--- src/hw/rtl/dag_longest_path_unit_defines.svh ---
// Assertion macros for the DAG longest path unit.
// Used by the top level; relies on clk_i and rst_ni in the including scope.
`ifndef DAG_LONGEST_PATH_UNIT_DEFINES_SVH
`define DAG_LONGEST_PATH_UNIT_DEFINES_SVH

// Same-cycle implication, checked outside reset
`define DLP_ASSERT_IMP(lbl, ante, cons, msg) \
  lbl: assert property (@(posedge clk_i) disable iff (!rst_ni) (ante) |-> (cons)) \
    else $error(msg);

// Next-cycle implication, checked outside reset
`define DLP_ASSERT_NXT(lbl, ante, cons, msg) \
  lbl: assert property (@(posedge clk_i) disable iff (!rst_ni) (ante) |=> (cons)) \
    else $error(msg);

`endif

--- src/hw/rtl/dlp_pkg.sv ---
// Shared constants and controller/datapath interface types for the DAG longest path unit.
// No dependencies.
package dlp_pkg;

  localparam int NODES           = 256;
  localparam int NODE_W          = 8;
  localparam int CNT_W           = 9;
  localparam int TIME_W          = 24;
  localparam int LEN_W           = 25;
  localparam int WEIGHT_W        = 16;
  localparam int MAX_EDGES_DEF   = 1024;
  localparam int WEIGHT_BITS_DEF = 16;

  localparam logic [TIME_W-1:0] TIME_MAX = {TIME_W{1'b1}};

  // Commands from the controller to the datapath
  typedef struct packed {
    logic idle;
    logic load_edge;
    logic store_edge;
    logic start_walk;
    logic scan;
    logic pop;
    logic fetch_node;
    logic load_head;
    logic take_edge;
    logic update;
    logic start_max;
    logic max_scan;
    logic emit;
  } dlp_cmd_t;

  // Status from the datapath to the controller
  typedef struct packed {
    logic edge_ok;
    logic scan_done;
    logic queue_empty;
    logic link_zero;
    logic out_busy;
  } dlp_sts_t;

endpackage

--- src/hw/rtl/dlp_ctrl.sv ---
// Controller state machine for the DAG longest path unit: sequences edge loading,
// the topological walk and the final maximum scan. Depends on dlp_pkg.
module dlp_ctrl import dlp_pkg::*; (
  input  logic     clk_i,
  input  logic     rst_ni,
  input  logic     in_valid_i,
  input  logic     kind_i,
  input  dlp_sts_t sts_i,
  output dlp_cmd_t cmd_o
);

  localparam logic [3:0] ST_IDLE = 4'd0;
  localparam logic [3:0] ST_EWR  = 4'd1;
  localparam logic [3:0] ST_SCAN = 4'd2;
  localparam logic [3:0] ST_POP  = 4'd3;
  localparam logic [3:0] ST_NODE = 4'd4;
  localparam logic [3:0] ST_HEAD = 4'd5;
  localparam logic [3:0] ST_TEST = 4'd6;
  localparam logic [3:0] ST_EDGE = 4'd7;
  localparam logic [3:0] ST_UPD  = 4'd8;
  localparam logic [3:0] ST_MAX  = 4'd9;
  localparam logic [3:0] ST_OUT  = 4'd10;

  logic [3:0] state_q, state_d;

  // Next state and commands
  always_comb begin
    state_d = state_q;
    cmd_o   = '0;
    case (state_q)
      ST_IDLE: begin
        cmd_o.idle = 1'b1;
        if (in_valid_i) begin
          if (kind_i) begin
            cmd_o.start_walk = 1'b1;
            state_d = ST_SCAN;
          end else begin
            cmd_o.load_edge = 1'b1;
            if (sts_i.edge_ok) state_d = ST_EWR;
          end
        end
      end
      ST_EWR: begin
        cmd_o.store_edge = 1'b1;
        state_d = ST_IDLE;
      end
      ST_SCAN: begin
        cmd_o.scan = 1'b1;
        if (sts_i.scan_done) state_d = ST_POP;
      end
      ST_POP: begin
        if (sts_i.queue_empty) begin
          cmd_o.start_max = 1'b1;
          state_d = ST_MAX;
        end else begin
          cmd_o.pop = 1'b1;
          state_d = ST_NODE;
        end
      end
      ST_NODE: begin
        cmd_o.fetch_node = 1'b1;
        state_d = ST_HEAD;
      end
      ST_HEAD: begin
        cmd_o.load_head = 1'b1;
        state_d = ST_TEST;
      end
      ST_TEST: begin
        if (sts_i.link_zero) begin
          state_d = ST_POP;
        end else begin
          state_d = ST_EDGE;
        end
      end
      ST_EDGE: begin
        cmd_o.take_edge = 1'b1;
        state_d = ST_UPD;
      end
      ST_UPD: begin
        cmd_o.update = 1'b1;
        state_d = ST_TEST;
      end
      ST_MAX: begin
        cmd_o.max_scan = 1'b1;
        if (sts_i.scan_done) state_d = ST_OUT;
      end
      ST_OUT: begin
        if (!sts_i.out_busy) begin
          cmd_o.emit = 1'b1;
          state_d = ST_IDLE;
        end
      end
      default: begin
        state_d = ST_IDLE;
      end
    endcase
  end

  // State register
  always_ff @(posedge clk_i or negedge rst_ni) begin
    if (!rst_ni) begin
      state_q <= ST_IDLE;
    end else begin
      state_q <= state_d;
    end
  end

endmodule

--- config.mk ---
export PLATFORM = sky130hd
export DESIGN_NAME = dlp_ctrl
export DESIGN_NICKNAME = d
export VERILOG_FILES = /design/src/hw/rtl/dag_longest_path_unit_defines.svh /design/src/hw/rtl/dlp_pkg.sv /design/src/hw/rtl/dlp_ctrl.sv
export SDC_FILE = /design/constraint.sdc
export NUM_CORES = 1
export LEC_CHECK = 0
export BUFFER_PORTS_ARGS = -buffer_cell sky130_fd_sc_hd__clkbuf_2
export CORE_AREA = 2 2 39 41
export DETAILED_ROUTE_END_ITERATION = 10
export DIE_AREA = 0 0 41 43
export PLACE_DENSITY = 0.55
export SYNTH_ARGS = -nofsm -noshare
export SYNTH_HDL_FRONTEND = slang
export SYNTH_SLANG_ARGS = --single-unit
--- constraint.sdc ---
create_clock -name clk_i -period 1.8 [get_ports clk_i]
set_clock_uncertainty 0.05 [all_clocks]
set_input_delay 0.36 -clock clk_i [delete_from_list [all_inputs] [get_ports clk_i]]
set_output_delay 0.36 -clock clk_i [all_outputs]
set_load 0.1 [all_outputs]
# Yosys cells after proc, flatten, opt, wreduce, memory -nomap -nowiden
# Index checks and enable logic that the tools add are counted.
# totals
inputBits,9
latch_bits,0
n_memories,0
mem_bits_rw,0
ff_bits,4
word_cells,47
out_inout_bits,13
rom_bits,0
# classes
n_eq_ne,15
reduce_logical,3
magnitude_cmp,0
add_sub_neg,0
shift,0
bitwise_logic,0
div,0
mul,0
muxes,28
# op_table
cell,n
$pmux 4 s9,1
$mux 4,7
$mux 1,18
$eq 4x3->1 const B,4
$eq 4x4->1 const B,3
$eq 4x2->1 const B,2
$ne 2x2->1 const B,4
$reduce_and 5->1,1
$eq 4x1->1 const B,1
$logic_not 4->1,1
$mux 3,1
$ne 3x3->1 const B,1
$mux 2,1
$reduce_or 2->1,1

# Longest topological paths before layout
# logic_depth
depth_word,4
mapped_depth,5
mapped_depth_nobuf,4

# Worst setup path after synthesis
# No wires, ideal clock.
# synth_timing
kind,register to output
startpoint,register state_q[2]
endpoint,output port cmd_o[11] (netlist name)
t_arrival_ns,5.055
setup_slack_ns,-3.665
t_required_ns,1.390
path_stages_with_launch,5
path_buffers,1
cell_sequence,dfrtp_1 buf_6 nor4_1 nand2_1 nor2_1
# synth_lines
element,line_no,text
"start, declared",dlp_ctrl.sv:24,"logic [3:0] state_q, state_d;"
"start signal, assigned",dlp_ctrl.sv:104,state_q <= state_d;
"end, declared",dlp_ctrl.sv:9,output dlp_cmd_t cmd_o

==> impl_results.md <==
- Sink Count: 4
- CTS tree: built
- Final Hold Fails: 0
- Commonest cells after routing, fill and taps aside: 18 x buf_4, 13 x buf_12, 8 x clkbuf_2
- Reg-to-reg slack, setup: roughly 0.030 ns
- Hold_ws: 0.395 ns
- Crit path capture type: primary output
- Slowest cell on the critical path: dfrtp_1
- WP data arrival: 1.49 ns
- Via density per instance: 5.25
- Status: finished with violations
- Hold path cells: 4
- Initial antenna violation count: 0
- RD Place Congestion: 0.873
- Starting Density: 0.294
- Number of flip-flops in the largest register: 4
- Avg WL per Cell: 12.5 um
- CP startpoint kind: flip-flop
- Hold Crit Class: in2reg
- Syn nets: 67
- Crit Path Category: reg2out
- Source of the critical timing path: state_q[3]
- Top reg by flops: state_q
- Worst-Margin Slew: 0.462 ns
- Via count: 599
- Yosys reg bits: 4
- Placed cells: 100
- Grt ovf: 0
- Max stage delay on crit path: ~0.40 ns
- All-layer global routing usage: 0.200
- Reg2reg start: state_q[3]
- Hold path startpoint: sts_i[4]
- Top cell type's share of synthesized area: 0.246
- First-pass iteration count of the detailed router: 4
- MaxCap Viol Count: 0
- CTS clk-pin slew, worst paths: 0.04 ns
- Synth top area cells: dfrtp_1 25%, nor2_1 9.2%, nor3_1 8.6%
- Number of diodes: 0
- LEAKAGE: 0.429 nW
- Most common cell after layout, fill and taps aside: buf_4
- WP buf/inv: 2
- CP Cell Sequence: buf_6, nor4_4, nand2_1, nor2_4, buf_12
- Max_slew headroom: 0.684
- H-tree levels: 1
- Finish-stage setup viols: 7
- Clk_lat worst skew: 0.24 ns
- Largest area contributor in the netlist: dfrtp_1
- Synth Area per Inst: between 7 and 8 um2
- Die ar.: 0.00176 mm2
- First-pass GRT wire length: 2450 um
- Crit path max-delay family: simple AND/OR/NAND/NOR gates
- Worst r2r dst: state_q[3]
- Final instance area: 0.00103 mm2
- Max Slew Vio Count: 0
- Ports: 22
- CTS max path bufs: 2
- Failing checks: setup timing
- Starting DRT DRC Count: 16
- Core area: roughly 0.0014 mm2
- Multi-input logic area: 427 um2
- Yosys warns: 0
- VDD IR max: 1.04 mV
- Synth Cell Area: 407 um2
- Top flop regs: state_q (4)
- Cell variety after synth: 24
- Sequential fraction of the synthesis area: 0.246
- DRC: 0
- Final ANT Viol Nets: 0
- Vias in the first global route: 575
- Placed Area: 902 um2
- Inserted Clock Buffers: 3
- Cells after Synth: 58
- Hold Path End: state_q[1]
- Tmin final: 1.90 ns
- Site row count: 14
- Post-route insts no fill: 114
- Layout area overhead: 153%
- Final Worst Setup Slack: -0.0982 ns
- Dpl hpwl: 1040 um
- Port Buffers: 21
- Clock root buffer: clkbuf_4
- PwrDens: 2020 mW/mm2
- Fmax achieved: around 530 MHz
- Largest net degree at the start of global routing: 9
- Filler instances: 96
- Sum of negative setup slack: -0.292 ns
- Layout cells sized above 1: 0.633
- Fin util: 0.744
- Crit share post-route: 1.05
- Reg area: 104 um2
- RSZ-0062 raised after global routing: true
- Die Wd: between 40 and 50 um
- Routed WL: about 1400 um
- CP max FO: 6
- Critical Path RT: 1.39 ns
- Depth of the worst register-to-register path: 5
- Nets: 109
- Chip height: 43 um
-- cells in the mapped netlist --
cell type  count
nor2_1        10
nor3_1         7
nand2_1        5
nand2b_1       5
dfrtp_1        4
a31oi_1        3
o22ai_1        3
and3_1         2
clkbuf_1       2
nor4_1         2
o21ai_0        2
a2111oi_0      1
a211o_1        1
a21oi_1        1
a32o_1         1
and2b_1        1
buf_2          1
buf_6          1
nand3b_1       1
nor3b_1        1
nor4b_1        1
o21a_1         1
or2b_1         1
or3b_1         1
-- kinds of logic after synthesis --
| logic type | after synthesis | share of synthesized area |
|---|---|---|
| compound gates | 13 | 0.215 |
| buf+inv | 4 | 0.0585 |
| flops | 4 | 0.246 |
| simple gates | 37 | 0.480 |
-- worst max-delay path by stage --
stage                       endpoint  slack (ns)  cells past startpoint
after floorplan            cmd_o[11]       -0.99                      3
after global placement    state_q[1]        0.14                      4
after detailed placement   cmd_o[11]        0.14                      4
after CTS                  cmd_o[11]       -0.08                      4
after global routing       cmd_o[11]       -0.17                      5
final                      cmd_o[11]        -0.1                      5
-- per-layer routing --
layer | vias up | part of all wire | global-route usage
met2 | 26 | 0.52 | 0.300
met3 | 2 | 0.048 | 0.0471
met4 | 0 | 0.0063 | 0.0600
met5 | - | 0 | 0
met1 | 272 | 0.42 | 0.275
li1 | 299 | - | -
-- stage by stage --
step	total power (W)	setup slack (ns)
after floorplan	0.00129	-0.992
after global placement	0.00177	0.136
final	0.00208	-0.0982
after detailed placement	0.00177	0.137
after CTS	0.00201	-0.0816
after global routing	0.00219	-0.168
-- report_power, final --
group	switching, W	internal, W
Sequential	0.0000786	0.000137
Clock	0.0000404	0.0000749
Combinational	0.00103	0.000713
-- what timing repair did --
action | in CTS | in global routing
buffers inserted | 8 | 2
resized for setup | 2 | 3
pin swaps | 2 | 3
gates cloned | 0 | 0
hold endpoints to repair | 4 | 0
setup endpoints to repair | 9 | 12
hold buffers | 1 | 0
-- area by class of cell --
type                    count  share of cell area
repair buffers             41               0.443
multi-input cells          50               0.414
clock buffers               3              0.0219
flip-flops and latches      4               0.101
well taps                  16              0.0194
-- worst register-to-register path: cells and delay by family, from the launching register on --
kind | cells | cell delay, ns
AOI/OAI and AO/OA | 2 | 0.58
DFF | 1 | 0.40
and+or+nand+nor | 1 | 0.35
buffers and inverters | 2 | 0.29
Note: power is estimated with default switching activity, not from simulation.
